## config.mk

```make
export PLATFORM = sky130hd
export DESIGN_NAME = sm4_cbc_encryptor_flat
export DESIGN_NICKNAME = d
export VERILOG_FILES = /design/src/hw/rtl/sm4_pkg.sv /design/src/hw/rtl/sm4_if.sv /design/src/hw/rtl/sm4_cfg_regs.sv /design/src/hw/rtl/sm4_round.sv /design/src/hw/rtl/sm4_cbc_encryptor.sv /design/src/flat_wrapper.sv
export SDC_FILE = /design/constraint.sdc
export NUM_CORES = 2
export LEC_CHECK = 0
export BUFFER_PORTS_ARGS = -buffer_cell sky130_fd_sc_hd__buf_2
export CORE_MARGIN = 2
export CORE_UTILIZATION = 40
export CTS_CLUSTER_DIAMETER = 150
export DETAILED_ROUTE_END_ITERATION = 8
export SLEW_MARGIN = 20
export SYNTH_ARGS = -nofsm -noshare
export SYNTH_HDL_FRONTEND = slang
export SYNTH_SLANG_ARGS = --single-unit
export TNS_END_PERCENT = 1
```

## constraint.sdc

```tcl
create_clock -name i_clk -period 9.7 [get_ports i_clk]
set_clock_uncertainty 0.05 [all_clocks]
set_input_delay 0.97 -clock i_clk [delete_from_list [all_inputs] [get_ports i_clk]]
set_output_delay 0.97 -clock i_clk [all_outputs]
set_load 0.02 [all_outputs]
```

## src/hw/rtl/sm4_pkg.sv

```systemverilog
// ----------------------------------------------------------------------------
// sm4_pkg: shared types, constants and functions
// SM4 S-box, FK/CK key schedule constants, linear transforms, register codes.
// ----------------------------------------------------------------------------
`default_nettype none

package sm4_pkg;

    localparam int ROUNDS    = 32;
    localparam int RND_CNT_W = $clog2(ROUNDS);
    localparam int WORD_W    = 32;
    localparam int HALF_W    = 64;
    localparam int CFG_IDX_W = 8;

    localparam logic [RND_CNT_W-1:0] ROUND_LAST = RND_CNT_W'(ROUNDS - 1);

    // configuration register indexes
    localparam logic [CFG_IDX_W-1:0] CFG_KEY_HIGH = CFG_IDX_W'(0);
    localparam logic [CFG_IDX_W-1:0] CFG_KEY_LOW  = CFG_IDX_W'(1);
    localparam logic [CFG_IDX_W-1:0] CFG_IV_HIGH  = CFG_IDX_W'(2);
    localparam logic [CFG_IDX_W-1:0] CFG_IV_LOW   = CFG_IDX_W'(3);

    typedef struct packed {
        logic [HALF_W-1:0] key_high;
        logic [HALF_W-1:0] key_low;
        logic [HALF_W-1:0] iv_high;
        logic [HALF_W-1:0] iv_low;
    } t_cfg;

    typedef enum logic {
        RM_DATA,
        RM_KEY
    } t_round_mode;

    localparam logic [WORD_W-1:0] FK [4] = '{
        32'hA3B1BAC6, 32'h56AA3350, 32'h677D9197, 32'hB27022DC
    };

    localparam logic [7:0] SBOX [256] = '{
        8'hd6, 8'h90, 8'he9, 8'hfe, 8'hcc, 8'he1, 8'h3d, 8'hb7,
        8'h16, 8'hb6, 8'h14, 8'hc2, 8'h28, 8'hfb, 8'h2c, 8'h05,
        8'h2b, 8'h67, 8'h9a, 8'h76, 8'h2a, 8'hbe, 8'h04, 8'hc3,
        8'haa, 8'h44, 8'h13, 8'h26, 8'h49, 8'h86, 8'h06, 8'h99,
        8'h9c, 8'h42, 8'h50, 8'hf4, 8'h91, 8'hef, 8'h98, 8'h7a,
        8'h33, 8'h54, 8'h0b, 8'h43, 8'hed, 8'hcf, 8'hac, 8'h62,
        8'he4, 8'hb3, 8'h1c, 8'ha9, 8'hc9, 8'h08, 8'he8, 8'h95,
        8'h80, 8'hdf, 8'h94, 8'hfa, 8'h75, 8'h8f, 8'h3f, 8'ha6,
        8'h47, 8'h07, 8'ha7, 8'hfc, 8'hf3, 8'h73, 8'h17, 8'hba,
        8'h83, 8'h59, 8'h3c, 8'h19, 8'he6, 8'h85, 8'h4f, 8'ha8,
        8'h68, 8'h6b, 8'h81, 8'hb2, 8'h71, 8'h64, 8'hda, 8'h8b,
        8'hf8, 8'heb, 8'h0f, 8'h4b, 8'h70, 8'h56, 8'h9d, 8'h35,
        8'h1e, 8'h24, 8'h0e, 8'h5e, 8'h63, 8'h58, 8'hd1, 8'ha2,
        8'h25, 8'h22, 8'h7c, 8'h3b, 8'h01, 8'h21, 8'h78, 8'h87,
        8'hd4, 8'h00, 8'h46, 8'h57, 8'h9f, 8'hd3, 8'h27, 8'h52,
        8'h4c, 8'h36, 8'h02, 8'he7, 8'ha0, 8'hc4, 8'hc8, 8'h9e,
        8'hea, 8'hbf, 8'h8a, 8'hd2, 8'h40, 8'hc7, 8'h38, 8'hb5,
        8'ha3, 8'hf7, 8'hf2, 8'hce, 8'hf9, 8'h61, 8'h15, 8'ha1,
        8'he0, 8'hae, 8'h5d, 8'ha4, 8'h9b, 8'h34, 8'h1a, 8'h55,
        8'had, 8'h93, 8'h32, 8'h30, 8'hf5, 8'h8c, 8'hb1, 8'he3,
        8'h1d, 8'hf6, 8'he2, 8'h2e, 8'h82, 8'h66, 8'hca, 8'h60,
        8'hc0, 8'h29, 8'h23, 8'hab, 8'h0d, 8'h53, 8'h4e, 8'h6f,
        8'hd5, 8'hdb, 8'h37, 8'h45, 8'hde, 8'hfd, 8'h8e, 8'h2f,
        8'h03, 8'hff, 8'h6a, 8'h72, 8'h6d, 8'h6c, 8'h5b, 8'h51,
        8'h8d, 8'h1b, 8'haf, 8'h92, 8'hbb, 8'hdd, 8'hbc, 8'h7f,
        8'h11, 8'hd9, 8'h5c, 8'h41, 8'h1f, 8'h10, 8'h5a, 8'hd8,
        8'h0a, 8'hc1, 8'h31, 8'h88, 8'ha5, 8'hcd, 8'h7b, 8'hbd,
        8'h2d, 8'h74, 8'hd0, 8'h12, 8'hb8, 8'he5, 8'hb4, 8'hb0,
        8'h89, 8'h69, 8'h97, 8'h4a, 8'h0c, 8'h96, 8'h77, 8'h7e,
        8'h65, 8'hb9, 8'hf1, 8'h09, 8'hc5, 8'h6e, 8'hc6, 8'h84,
        8'h18, 8'hf0, 8'h7d, 8'hec, 8'h3a, 8'hdc, 8'h4d, 8'h20,
        8'h79, 8'hee, 8'h5f, 8'h3e, 8'hd7, 8'hcb, 8'h39, 8'h48
    };

    // byte-wise S-box substitution
    function automatic logic [WORD_W-1:0] tau(input logic [WORD_W-1:0] v);
        return {SBOX[v[31:24]], SBOX[v[23:16]], SBOX[v[15:8]], SBOX[v[7:0]]};
    endfunction

    // data path: B ^ B<<<2 ^ B<<<10 ^ B<<<18 ^ B<<<24
    function automatic logic [WORD_W-1:0] l_data(input logic [WORD_W-1:0] b);
        return b ^ {b[29:0], b[31:30]} ^ {b[21:0], b[31:22]}
                 ^ {b[13:0], b[31:14]} ^ {b[7:0], b[31:8]};
    endfunction

    // key schedule: B ^ B<<<13 ^ B<<<23
    function automatic logic [WORD_W-1:0] l_key(input logic [WORD_W-1:0] b);
        return b ^ {b[18:0], b[31:19]} ^ {b[8:0], b[31:9]};
    endfunction

    // CK[i] byte j = (4*i + j) * 7 mod 256
    function automatic logic [WORD_W-1:0] ck_word(input logic [RND_CNT_W-1:0] idx);
        logic [WORD_W-1:0] w;
        logic [7:0]        base;
        int                j;
        w    = '0;
        base = {1'b0, idx, 2'b00};
        for (j = 0; j < 4; j++) begin
            w = {w[23:0], 8'((base + 8'(j)) * 8'd7)};
        end
        return w;
    endfunction

endpackage

`default_nettype wire

```

## src/hw/rtl/sm4_if.sv

```systemverilog
// ----------------------------------------------------------------------------
// sm4 channel interfaces
// Valid/ready channels for plaintext items, ciphertext items and config writes.
// ----------------------------------------------------------------------------
`default_nettype none

interface sm4_in_if;
    logic                        valid;
    logic                        ready;
    logic [sm4_pkg::HALF_W-1:0]  plain_high;
    logic [sm4_pkg::HALF_W-1:0]  plain_low;
    logic                        message_start;

    modport source (output valid, plain_high, plain_low, message_start, input ready);
    modport sink   (input valid, plain_high, plain_low, message_start, output ready);
endinterface

interface sm4_out_if;
    logic                        valid;
    logic                        ready;
    logic [sm4_pkg::HALF_W-1:0]  cipher_high;
    logic [sm4_pkg::HALF_W-1:0]  cipher_low;

    modport source (output valid, cipher_high, cipher_low, input ready);
    modport sink   (input valid, cipher_high, cipher_low, output ready);
endinterface

interface sm4_cfg_if;
    logic                          valid;
    logic                          ready;
    logic [sm4_pkg::CFG_IDX_W-1:0] index;
    logic [sm4_pkg::HALF_W-1:0]    wdata;

    modport source (output valid, index, wdata, input ready);
    modport sink   (input valid, index, wdata, output ready);
endinterface

`default_nettype wire

```

## src/hw/rtl/sm4_cfg_regs.sv

```systemverilog
// ----------------------------------------------------------------------------
// sm4_cfg_regs: configuration register file
// Holds key and IV; flags key writes so the round keys get re-expanded.
// ----------------------------------------------------------------------------
`default_nettype none

module sm4_cfg_regs (
    input  wire logic         i_clk,
    input  wire logic         i_rst_n,
    sm4_cfg_if.sink           i_cfg,
    output sm4_pkg::t_cfg     o_cfg,
    output logic              o_key_wr
);

    sm4_pkg::t_cfg r_cfg;
    sm4_pkg::t_cfg n_cfg;
    logic          wr;

    assign i_cfg.ready = 1'b1;
    assign wr          = i_cfg.valid && i_cfg.ready;

    always_comb begin
        n_cfg    = r_cfg;
        o_key_wr = 1'b0;
        if (wr) begin
            case (i_cfg.index)
                sm4_pkg::CFG_KEY_HIGH: begin
                    n_cfg.key_high = i_cfg.wdata;
                    o_key_wr       = 1'b1;
                end
                sm4_pkg::CFG_KEY_LOW: begin
                    n_cfg.key_low = i_cfg.wdata;
                    o_key_wr      = 1'b1;
                end
                sm4_pkg::CFG_IV_HIGH: n_cfg.iv_high = i_cfg.wdata;
                sm4_pkg::CFG_IV_LOW:  n_cfg.iv_low  = i_cfg.wdata;
                default: ; // unused index: dropped
            endcase
        end
    end

    always_ff @(posedge i_clk) begin
        if (!i_rst_n) begin
            r_cfg <= '0;
        end else begin
            r_cfg <= n_cfg;
        end
    end

    assign o_cfg = r_cfg;

endmodule

`default_nettype wire

```

## src/hw/rtl/sm4_round.sv

```systemverilog
// ----------------------------------------------------------------------------
// sm4_round: shared SM4 round unit
// One round of either the cipher or the key schedule, picked by mode.
// ----------------------------------------------------------------------------
`default_nettype none

module sm4_round (
    input  wire sm4_pkg::t_round_mode           i_mode,
    input  wire logic [sm4_pkg::WORD_W-1:0]     i_w0,
    input  wire logic [sm4_pkg::WORD_W-1:0]     i_w1,
    input  wire logic [sm4_pkg::WORD_W-1:0]     i_w2,
    input  wire logic [sm4_pkg::WORD_W-1:0]     i_w3,
    input  wire logic [sm4_pkg::WORD_W-1:0]     i_rk,
    output logic      [sm4_pkg::WORD_W-1:0]     o_next
);

    logic [sm4_pkg::WORD_W-1:0] b;
    logic [sm4_pkg::WORD_W-1:0] lin;

    always_comb begin
        b = sm4_pkg::tau(i_w1 ^ i_w2 ^ i_w3 ^ i_rk);
        case (i_mode)
            sm4_pkg::RM_DATA: lin = sm4_pkg::l_data(b);
            sm4_pkg::RM_KEY:  lin = sm4_pkg::l_key(b);
            default:          lin = sm4_pkg::l_data(b);
        endcase
        o_next = i_w0 ^ lin;
    end

endmodule

`default_nettype wire

```

## src/hw/rtl/sm4_cbc_encryptor.sv

```systemverilog
// ----------------------------------------------------------------------------
// sm4_cbc_encryptor: SM4-CBC encryption on one shared round unit.
// Each accepted block runs the 32 cipher rounds in S_CRYPT before its result
// is valid; a new block is accepted only back in S_IDLE, after the last round.
// First block after reset or a key write first runs the 32-round key expansion;
// a result still held by the sink stalls the last round until taken.
// Sync active-low reset: key, IV and chaining value zero, round keys stale.
// ----------------------------------------------------------------------------
`default_nettype none

module sm4_cbc_encryptor (
    input  wire logic   i_clk,
    input  wire logic   i_rst_n,
    sm4_cfg_if.sink     i_cfg,
    sm4_in_if.sink      i_in,
    sm4_out_if.source   o_out
);

    localparam int W  = sm4_pkg::WORD_W;
    localparam int HW = sm4_pkg::HALF_W;
    localparam int CW = sm4_pkg::RND_CNT_W;

    // Sequencer states:
    //   S_IDLE   - waits for an item, latches plaintext ^ chaining value
    //   S_EXPAND - one key-schedule round per cycle, writes the key store
    //   S_CRYPT  - one cipher round per cycle; the last round writes the
    //              output register (stalls there while it is still full)
    typedef enum logic [1:0] {
        S_IDLE,
        S_EXPAND,
        S_CRYPT
    } t_state;

    // ---------------- configuration ----------------
    sm4_pkg::t_cfg cfg;
    logic          key_wr;

    sm4_cfg_regs u_cfg (
        .i_clk    (i_clk),
        .i_rst_n  (i_rst_n),
        .i_cfg    (i_cfg),
        .o_cfg    (cfg),
        .o_key_wr (key_wr)
    );

    // ---------------- state ----------------
    t_state              r_state, n_state;
    logic [CW-1:0]       r_cnt, n_cnt;
    logic                r_keys_ok, n_keys_ok;      // round key store is current
    logic [HW-1:0]       r_chain_hi, n_chain_hi;
    logic [HW-1:0]       r_chain_lo, n_chain_lo;
    logic                r_out_valid, n_out_valid;
    logic [HW-1:0]       r_cipher_hi, n_cipher_hi;
    logic [HW-1:0]       r_cipher_lo, n_cipher_lo;
    logic [3:0][W-1:0]   r_x, n_x;                  // cipher words x0..x3
    logic [3:0][W-1:0]   r_k, n_k;                  // key schedule words k0..k3

    // round key store, registered read of the key for the next round
    logic [W-1:0]        r_rk_mem [sm4_pkg::ROUNDS];
    logic [W-1:0]        r_rk;
    logic                rk_we;

    // ---------------- shared round unit ----------------
    sm4_pkg::t_round_mode rmode;
    logic [W-1:0]         rw0, rw1, rw2, rw3, rkey;
    logic [W-1:0]         u_next;

    logic                 in_acc;
    logic                 out_free;
    logic [HW-1:0]        chain_hi, chain_lo;
    logic [HW-1:0]        blk_hi, blk_lo;

    assign i_in.ready = (r_state == S_IDLE);
    assign in_acc     = i_in.valid && i_in.ready;
    // output register can take a new result this cycle
    assign out_free   = !r_out_valid || o_out.ready;

    // In expansion the unit runs on the key words with CK as the round
    // constant; otherwise on the data words with the stored round key.
    always_comb begin
        if (r_state == S_EXPAND) begin
            rmode = sm4_pkg::RM_KEY;
            rw0   = r_k[0];
            rw1   = r_k[1];
            rw2   = r_k[2];
            rw3   = r_k[3];
            rkey  = sm4_pkg::ck_word(r_cnt);
        end else begin
            rmode = sm4_pkg::RM_DATA;
            rw0   = r_x[0];
            rw1   = r_x[1];
            rw2   = r_x[2];
            rw3   = r_x[3];
            rkey  = r_rk;
        end
    end

    sm4_round u_round (
        .i_mode (rmode),
        .i_w0   (rw0),
        .i_w1   (rw1),
        .i_w2   (rw2),
        .i_w3   (rw3),
        .i_rk   (rkey),
        .o_next (u_next)
    );

    // ---------------- sequencer ----------------
    always_comb begin
        n_state     = r_state;
        n_cnt       = r_cnt;
        n_keys_ok   = r_keys_ok;
        n_chain_hi  = r_chain_hi;
        n_chain_lo  = r_chain_lo;
        n_out_valid = r_out_valid && !o_out.ready;
        n_cipher_hi = r_cipher_hi;
        n_cipher_lo = r_cipher_lo;
        n_x         = r_x;
        n_k         = r_k;
        rk_we       = 1'b0;

        // message start reloads the chaining value from the IV
        chain_hi = i_in.message_start ? cfg.iv_high : r_chain_hi;
        chain_lo = i_in.message_start ? cfg.iv_low  : r_chain_lo;
        blk_hi   = i_in.plain_high ^ chain_hi;
        blk_lo   = i_in.plain_low  ^ chain_lo;

        case (r_state)
            S_IDLE: begin
                if (in_acc) begin
                    n_chain_hi = chain_hi;
                    n_chain_lo = chain_lo;
                    n_x        = {blk_lo[31:0], blk_lo[63:32], blk_hi[31:0], blk_hi[63:32]};
                    n_k        = {cfg.key_low[31:0]   ^ sm4_pkg::FK[3],
                                  cfg.key_low[63:32]  ^ sm4_pkg::FK[2],
                                  cfg.key_high[31:0]  ^ sm4_pkg::FK[1],
                                  cfg.key_high[63:32] ^ sm4_pkg::FK[0]};
                    n_cnt      = '0;
                    n_state    = r_keys_ok ? S_CRYPT : S_EXPAND;
                end
            end
            S_EXPAND: begin
                rk_we = 1'b1;
                n_k   = {u_next, r_k[3], r_k[2], r_k[1]};
                n_cnt = r_cnt + 1'b1;          // wraps to round 0 at the end
                if (r_cnt == sm4_pkg::ROUND_LAST) begin
                    n_keys_ok = 1'b1;
                    n_state   = S_CRYPT;
                end
            end
            S_CRYPT: begin
                if (r_cnt != sm4_pkg::ROUND_LAST) begin
                    n_x   = {u_next, r_x[3], r_x[2], r_x[1]};
                    n_cnt = r_cnt + 1'b1;
                end else if (out_free) begin
                    // last round: reversed word order straight into the
                    // output register and the chaining value
                    n_cipher_hi = {u_next, r_x[3]};
                    n_cipher_lo = {r_x[2], r_x[1]};
                    n_chain_hi  = {u_next, r_x[3]};
                    n_chain_lo  = {r_x[2], r_x[1]};
                    n_out_valid = 1'b1;
                    n_cnt       = r_cnt + 1'b1;
                    n_state     = S_IDLE;
                end
            end
            default: begin
                n_state = S_IDLE;
            end
        endcase

        // a key write invalidates the stored round keys
        if (key_wr) begin
            n_keys_ok = 1'b0;
        end
    end

    always_ff @(posedge i_clk) begin
        r_x         <= n_x;
        r_k         <= n_k;
        r_cipher_hi <= n_cipher_hi;
        r_cipher_lo <= n_cipher_lo;
        if (!i_rst_n) begin
            r_state     <= S_IDLE;
            r_cnt       <= '0;
            r_keys_ok   <= 1'b0;
            r_chain_hi  <= '0;
            r_chain_lo  <= '0;
            r_out_valid <= 1'b0;
        end else begin
            r_state     <= n_state;
            r_cnt       <= n_cnt;
            r_keys_ok   <= n_keys_ok;
            r_chain_hi  <= n_chain_hi;
            r_chain_lo  <= n_chain_lo;
            r_out_valid <= n_out_valid;
        end
    end

    // key store: written during expansion, read one round ahead
    always_ff @(posedge i_clk) begin
        if (rk_we) begin
            r_rk_mem[r_cnt] <= u_next;
        end
        r_rk <= r_rk_mem[n_cnt];
    end

    assign o_out.valid       = r_out_valid;
    assign o_out.cipher_high = r_cipher_hi;
    assign o_out.cipher_low  = r_cipher_lo;

`ifndef SYNTHESIS
    // one item in flight: accepting drops ready on the next cycle
    a_single_item: assert property (@(posedge i_clk) disable iff (!i_rst_n)
        in_acc |=> !i_in.ready)
        else $error("item accepted while busy");

    // a result appears only after the final cipher round
    a_result_src: assert property (@(posedge i_clk) disable iff (!i_rst_n)
        $rose(r_out_valid) |-> $past(r_state == S_CRYPT && r_cnt == sm4_pkg::ROUND_LAST))
        else $error("result without final round");

    // finishing expansion marks the key store current and starts the cipher
    a_expand_done: assert property (@(posedge i_clk) disable iff (!i_rst_n)
        r_state == S_EXPAND && r_cnt == sm4_pkg::ROUND_LAST && !key_wr
        |=> r_keys_ok && r_state == S_CRYPT && r_cnt == '0)
        else $error("expansion did not hand over");

    // a key write forces a new expansion
    a_key_stale: assert property (@(posedge i_clk) disable iff (!i_rst_n)
        key_wr |=> !r_keys_ok)
        else $error("stale round keys kept after key write");

    // a pending result is never overwritten
    a_out_hold: assert property (@(posedge i_clk) disable iff (!i_rst_n)
        r_out_valid && !o_out.ready |=> r_out_valid && $stable(r_cipher_hi)
                                        && $stable(r_cipher_lo))
        else $error("pending result lost");
`endif

endmodule

`default_nettype wire

```

## src/flat_wrapper.sv

```systemverilog
// flat-port wrapper written by rule: the top's interface ports become plain ports
module sm4_cbc_encryptor_flat 
  (i_clk, i_rst_n, i_cfg_valid, i_cfg_index, i_cfg_wdata, i_cfg_ready, i_in_valid, i_in_plain_high, i_in_plain_low, i_in_message_start, i_in_ready, o_out_valid, o_out_cipher_high, o_out_cipher_low, o_out_ready);
  sm4_cfg_if i_cfg_i ();
  sm4_in_if i_in_i ();
  sm4_out_if o_out_i ();
  input  wire logic i_clk;
  input  wire logic i_rst_n;
  input wire logic [$bits(i_cfg_i.valid)-1:0] i_cfg_valid;
  input wire logic [$bits(i_cfg_i.index)-1:0] i_cfg_index;
  input wire logic [$bits(i_cfg_i.wdata)-1:0] i_cfg_wdata;
  output wire logic [$bits(i_cfg_i.ready)-1:0] i_cfg_ready;
  input wire logic [$bits(i_in_i.valid)-1:0] i_in_valid;
  input wire logic [$bits(i_in_i.plain_high)-1:0] i_in_plain_high;
  input wire logic [$bits(i_in_i.plain_low)-1:0] i_in_plain_low;
  input wire logic [$bits(i_in_i.message_start)-1:0] i_in_message_start;
  output wire logic [$bits(i_in_i.ready)-1:0] i_in_ready;
  output wire logic [$bits(o_out_i.valid)-1:0] o_out_valid;
  output wire logic [$bits(o_out_i.cipher_high)-1:0] o_out_cipher_high;
  output wire logic [$bits(o_out_i.cipher_low)-1:0] o_out_cipher_low;
  input wire logic [$bits(o_out_i.ready)-1:0] o_out_ready;
  assign i_cfg_i.valid = i_cfg_valid;
  assign i_cfg_i.index = i_cfg_index;
  assign i_cfg_i.wdata = i_cfg_wdata;
  assign i_cfg_ready = i_cfg_i.ready;
  assign i_in_i.valid = i_in_valid;
  assign i_in_i.plain_high = i_in_plain_high;
  assign i_in_i.plain_low = i_in_plain_low;
  assign i_in_i.message_start = i_in_message_start;
  assign i_in_ready = i_in_i.ready;
  assign o_out_valid = o_out_i.valid;
  assign o_out_cipher_high = o_out_i.cipher_high;
  assign o_out_cipher_low = o_out_i.cipher_low;
  assign o_out_i.ready = o_out_ready;
  sm4_cbc_encryptor u_core (.i_clk(i_clk), .i_rst_n(i_rst_n), .i_cfg(i_cfg_i), .i_in(i_in_i), .o_out(o_out_i));
endmodule
```

=== Word-level counts from Yosys, hierarchy flattened ===
Memory sizes are Yosys's and may differ from the RTL's. A register that Yosys moved wholly into a read port is not among the register bits.
Cells that the tools add are included.

* $lt $le $gt $ge: 4
* Equal/unequal tests: 12
* $add $sub $neg: 4
* Muxes and demuxes: 47
* Divide/modulo/power cells: 0
* Shift operators: 0
* Multipliers: 4
* Reduce and logical (&&, ||, !) cells: 21
* Bitwise logic cells: 23

{| class="wikitable"
|+ Operators by type and width
! cell !! number
|-
| $mux W64 || 8
|-
| $pmux W128 S2 || 2
|-
| $mux W128 || 3
|-
| $xor A32 B32 Y32 || 10
|-
| $pmux W64 S2 || 2
|-
| $mux W32 || 5
|-
| $xor A64 B64 Y64 || 2
|-
| $mux W8 || 8
|-
| $pmux W32 S2 || 1
|-
| $ge A9 B9 Y1 const B || 4
|-
| $not A8 Y9 || 4
|-
| $not A14 Y14 || 2
|-
| $mul A8 B3 Y8 const B || 3
|-
| $not A19 Y19 || 1
|-
| $not A17 Y17 || 1
|-
| $add A7 B2 Y8 const B || 2
|-
| $eq A8 B2 Y1 const B || 2
|-
| $mux W5 || 3
|-
| $pmux W5 S3 || 1
|-
| $reduce_and A2 Y1 || 6
|-
| $mux W2 || 5
|-
| $add A7 B1 Y8 const B || 1
|-
| $eq A8 B1 Y1 const B || 1
|-
| $logic_not A8 Y1 || 1
|-
| other kinds (19) || 37
|}

* Flip-flop bits (word level): 777
* Memories kept: 5
* Logic and storage cells: 140
* Input bits: 206
* Bits in latches: 0
* Bits in read-only memories: 8192
* Bits in writable memories: 1024
* Output and inout port bits: 131

{| class="wikitable"
|+ Memories
! name !! words !! bits a word !! read ports !! clocked after memory_dff !! write ports !! line !! text
|-
| (name not given) || 256 || 8 || 1 || 0 || 0 || sm4_pkg.sv:76 || <nowiki>return {SBOX[v[31:24]], SBOX[v[23:16]], SBOX[v[15:8]], SBOX[v[7:0]]};</nowiki>
|-
| (name not given) || 256 || 8 || 1 || 0 || 0 || sm4_pkg.sv:76 ||
|-
| (name not given) || 256 || 8 || 1 || 0 || 0 || sm4_pkg.sv:76 ||
|-
| (name not given) || 256 || 8 || 1 || 0 || 0 || sm4_pkg.sv:76 ||
|-
| u_core.r_rk_mem || 32 || 32 || 1 || 1 || 1 || sm4_cbc_encryptor.sv:59 || <nowiki>logic [W-1:0] r_rk_mem [sm4_pkg::ROUNDS];</nowiki>
|}

=== Longest topological paths before layout ===
* Depth in word-level cells: 18
* Gate-level depth with buffers: 22
* Mapped depth without buffers: 18

=== Cells and area by module ===
A second synthesis with hierarchy kept.

* Cells, all modules: 8463
* Area total of the unflattened synthesis: 92451.2 um^2

{| class="wikitable"
|+ Modules (own cells, without submodules)
! module !! instances !! area each (um^2) !! sequential area each (um^2) !! cells an instance
|-
| sm4_cbc_encryptor || 1 || 66472.5 || 45663.8 || 4992
|-
| sm4_round || 1 || 16490.8 || 0.0 || 2564
|-
| sm4_cfg_regs || 1 || 9487.8 || 5124.9 || 907
|}

=== Least setup slack after synthesis ===
No wires, ideal clock.

* Path kind: register to register
* Start point: register u_core.r_cnt[1]
* End point: register u_core.r_x[0] in the netlist's numbering (enable)
* Data required time: 8.993 ns
* Data arrival time: 7.454 ns
* Library setup time: 0.657 ns
* Period minus slack after synthesis: 8.161 ns
* Cell stages (with the launch flop): 6
* Path slack: 1.539 ns
* Path buffers: 0
* Cell sequence: dfxtp_1 ha_1 and2_1 ha_1 nand2b_1 a21oi_1

* Cells in the longest elaborated chain, start to end: 3

{| class="wikitable"
|+ RTL lines
! item !! line !! text
|-
| start: declaration || sm4_cbc_encryptor.sv:48 || <nowiki>logic [CW-1:0] r_cnt, n_cnt;</nowiki>
|-
| start signal: assignment || sm4_cbc_encryptor.sv:192 || <nowiki>r_cnt <= n_cnt;</nowiki>
|-
| $ne A5 B5 Y1 || sm4_cbc_encryptor.sv:152 || <nowiki>if (r_cnt != sm4_pkg::ROUND_LAST) begin</nowiki>
|-
| $ne A2 B1 Y1 (no line) || -- ||
|-
| $reduce_and A3 Y1 (no line) || -- ||
|-
| end signal: assignment || sm4_cbc_encryptor.sv:179 || <nowiki>r_x <= n_x;</nowiki>
|-
| end: declaration || sm4_cbc_encryptor.sv:55 || <nowiki>logic [3:0][W-1:0] r_x, n_x;</nowiki>
|}

Every way passes these cells.
A chain may end at the register's enable or synchronous reset.

=== Worst setup path after layout ===
* Start point: register u_core.r_cnt[0]
* End point: memory u_core.r_rk_mem[28][11] in the netlist's numbering (data pin)

* Cells in the longest elaborated chain, start to end: 14
* Elaborated cells on any way between the ends: 33
* Classes of those cells: add/sub: 3; mul: 4; mux: 10; bitwise: 12; memory: 4

{| class="wikitable"
|+ RTL lines
! item !! line !! text
|-
| $add A7 B2 Y8 || sm4_pkg.sv:98 || <nowiki>w = {w[23:0], 8'((base + 8'(j)) * 8'd7)};</nowiki>
|-
| $mul A8 B3 Y8 || sm4_pkg.sv:98 ||
|-
| $mux W32 * || sm4_cbc_encryptor.sv:81 || <nowiki>if (r_state == S_EXPAND) begin</nowiki>
|-
| $xor A32 B32 Y32 * || sm4_round.sv:21 || <nowiki>b = sm4_pkg::tau(i_w1 ^ i_w2 ^ i_w3 ^ i_rk);</nowiki>
|-
| $not A8 Y9 (implied by the code) || sm4_pkg.sv:76 ||
|-
| $mem_v2 Z256 W8 || -- ||
|-
| $mux W8 (implied by the code) (2 in series) || sm4_pkg.sv:76 ||
|-
| $xor A32 B32 Y32 (4 in series) || -- ||
|-
| $pmux W32 S2 * || sm4_round.sv:22 || <nowiki>case (i_mode)</nowiki>
|-
| $xor A32 B32 Y32 * || sm4_round.sv:27 || <nowiki>o_next = i_w0 ^ lin;</nowiki>
|-
| net u_core.u_next[11] || sm4_cbc_encryptor.sv:66 || <nowiki>logic [W-1:0] u_next;</nowiki>
|-
| end: declaration || sm4_cbc_encryptor.sv:59 ||
|}

Mark *: on every way through the listed nets, which the timed path passes. The rest lies on a longest branch. The select of a mux whose other input is x is not followed.

==> metrics <==
CTS tree yes; worst-path maximum fanout 22; Final Cell Area 103000 sq um; clk sinks 1833; sequential area share after synthesis 0.563; layout cell share with drive strength beyond 1 0.180; critical setup path kind reg -> reg; cell with the most instances after synthesis edfxtp_1; post-CTS setup buffer count 0; CTS Hold Bufs 0; drt initial violations 10445; first-pass GRT wire length 520 mm; worst slew pin tran 1.27 ns; synthesized area 90300 sq um; DPL Wire Length 244 mm; WP data arrival 9.20 ns; Mean Syn Cell Area 11.7 sq um; Worst setup EP type register; DR vias 70219; synth warn 0; TritonCTS buffer count 191; fmax 117 MHz; synth top area cells edfxtp_1 47%, dfxtp_1 9.4%, mux4_2 6.7%, nand2_1 4.8%, a21oi_1 3.4%; IO buf count 335; Post-CTS Resized 0; CTS Root Buffer Type clkbuf_16; status finished clean; final period utilization 0.882; DR WL/cell 33.9 microns; Worst setup SP type register; antenna violations before repair 41; GRT Overall Usage 0.317; die outline height 479 microns; GP Congestion 1.00; die area 230000 sq um; Req. time, crit path 10.35 ns; nets 8136; Finished Core Util 0.457; row count 174; RSZ-0062 raised after global routing false; remaining global-route overflow 0; EDFF count, synth 1408; Clock Latency Late Sink 0.89 ns; final hold violation count 0; Die Wd 479 microns; ys async rst share 0; TNS Setup 0 ns; min Tclk post-route 8.55 ns; Worst Hold Class in -> reg; Synth-to-Final Area Change 13.8%; top cells by count, synth 1408 x edfxtp_1, 1160 x nand2_1, 608 x a21oi_1; vias in the first global route 66872; Setup WS post-layout 1.15 ns; largest net degree at the start of global routing 167; Clock Tree Buf Depth 3; DRC Markers 0; clk slew on worst S/H paths 0.06 ns; final setup vio count 0; Synth cell types 110; core area 225000 sq um; io pins 337; Pre-antenna DRT Iters 7; routed wire length 374 mm; routed vias/inst 6.36; post-route ant nets 0; most area-hungry cell type in the Yosys netlist edfxtp_1; Top FF cell, synth edfxtp_1; post-synth top area share 0.468; Placed Area 96100 sq um; Initial Util 0.402; total of max-cap violations 0; Post-Syn Instances 7694; #FFs+latches synth 1833; H-tree depth 4; Post-Syn Nets 7964; Slew HR 0.143; max-slew violation count 0; Post-Place Setup Slack 1.50 ns
flip-flops by register name (all words and copies together), names as in the netlist:
| register | count |
|---|---|
| u_core.r_x | 128 |
| u_core.o_out.cipher_high | 64 |
| u_core.o_out.cipher_low | 64 |
| u_core.r_rk | 32 |
| u_core.r_chain_hi | 64 |
| u_core.r_k | 128 |
| u_core.u_cfg.o_cfg | 256 |
| u_core.r_cnt | 5 |
| u_core.r_chain_lo | 64 |
| u_core.o_out.valid | 1 |
| u_core.r_state | 2 |
| u_core.r_rk_mem | 1024 |
| u_core.r_keys_ok | 1 |
metal layers:
layer  up-vias  part of all wire  track usage
li1      29239                 -            -
met1     35765              0.39        0.424
met2      4292              0.45        0.487
met3       911             0.092       0.0548
met4        12             0.068        0.181
met5         -           0.00020            0
critical path, stage by stage (launching register included):
cell       delay, ns
dfxtp_1         0.93
inv_1           0.29
ha_1            0.54
xnor2_1         0.71
mux2i_2         0.39
xor2_4          0.75
nand2_1         0.57
o21ai_0         0.30
a2111oi_0       0.19
o311ai_0        1.02
o211ai_2        0.66
xnor2_1         0.61
xnor2_1         0.21
nor2_1          0.12
a21oi_2         0.70
buf_4           0.32
metrics by stage:
step,hold WS (ns),cells
final,0.330,11044
after global routing,0.321,11022
after CTS,0.279,11020
after detailed placement,0.391,10664
after global placement,0.380,10662
after floorplan,0.365,7694
placed cells by master, fill, tap and decap left out, types with 97 or more instances in the layout:
cell       instances
edfxtp_1        1408
nand2_1         1158
a21oi_1          592
o21ai_0          471
dfxtp_1          425
nor2_1           419
buf_2            334
xnor2_1          279
mux4_2           268
mux2i_1          266
buf_4            244
clkbuf_16        195
xor2_1           190
a211oi_1         129
a31oi_1          100
nor3_1            99
o211ai_1          97
worst paths after layout:
path | slack [ns] | to | start | cells past startpoint
min reg2reg | 0.40 | u_core.r_chain_hi[62]$_SDFFE_PN0P_ | u_core.r_chain_hi[62]$_SDFFE_PN0P_ | 2
max | 1.15 | u_core.r_rk_mem[28][11]$_DFFE_PP_ | u_core.r_cnt[0]$_SDFF_PN0_ | 15
max reg2reg | 1.15 | u_core.r_rk_mem[28][11]$_DFFE_PP_ | u_core.r_cnt[0]$_SDFF_PN0_ | 15
min | 0.33 | u_core.u_cfg.o_cfg[67]$_SDFFE_PN0P_ | i_cfg_wdata[3] | 3
cell families (layout without fill, tap and decap cells):
family,Yosys count,after routing,synth area share
buf+inv,683,1018,0.0318
flops,1833,1833,0.563
compound gates,1948,1948,0.138
mux,621,621,0.108
fa+ha+maj,65,65,0.00965
xor+xnor,527,527,0.0554
simple gates,2016,2016,0.0943
other cells,1,24,0.0000415
final cells by class:
cell class                      instances  area [sq um]
Fill cell                           20408        122000
Sequential cell                      1833         50800
Multi-Input combinational cell       5178         37500
Clock buffer                          247          5200
Timing Repair Buffer                  595          3860
Tap cell                             2992          3740
Clock inverter                        109          1280
Inverter                               67           260
Antenna cell                           23          57.6
Power is not shown: default switching activity piles up to over one toggle a cycle in this logic, so the estimate is an artifact.
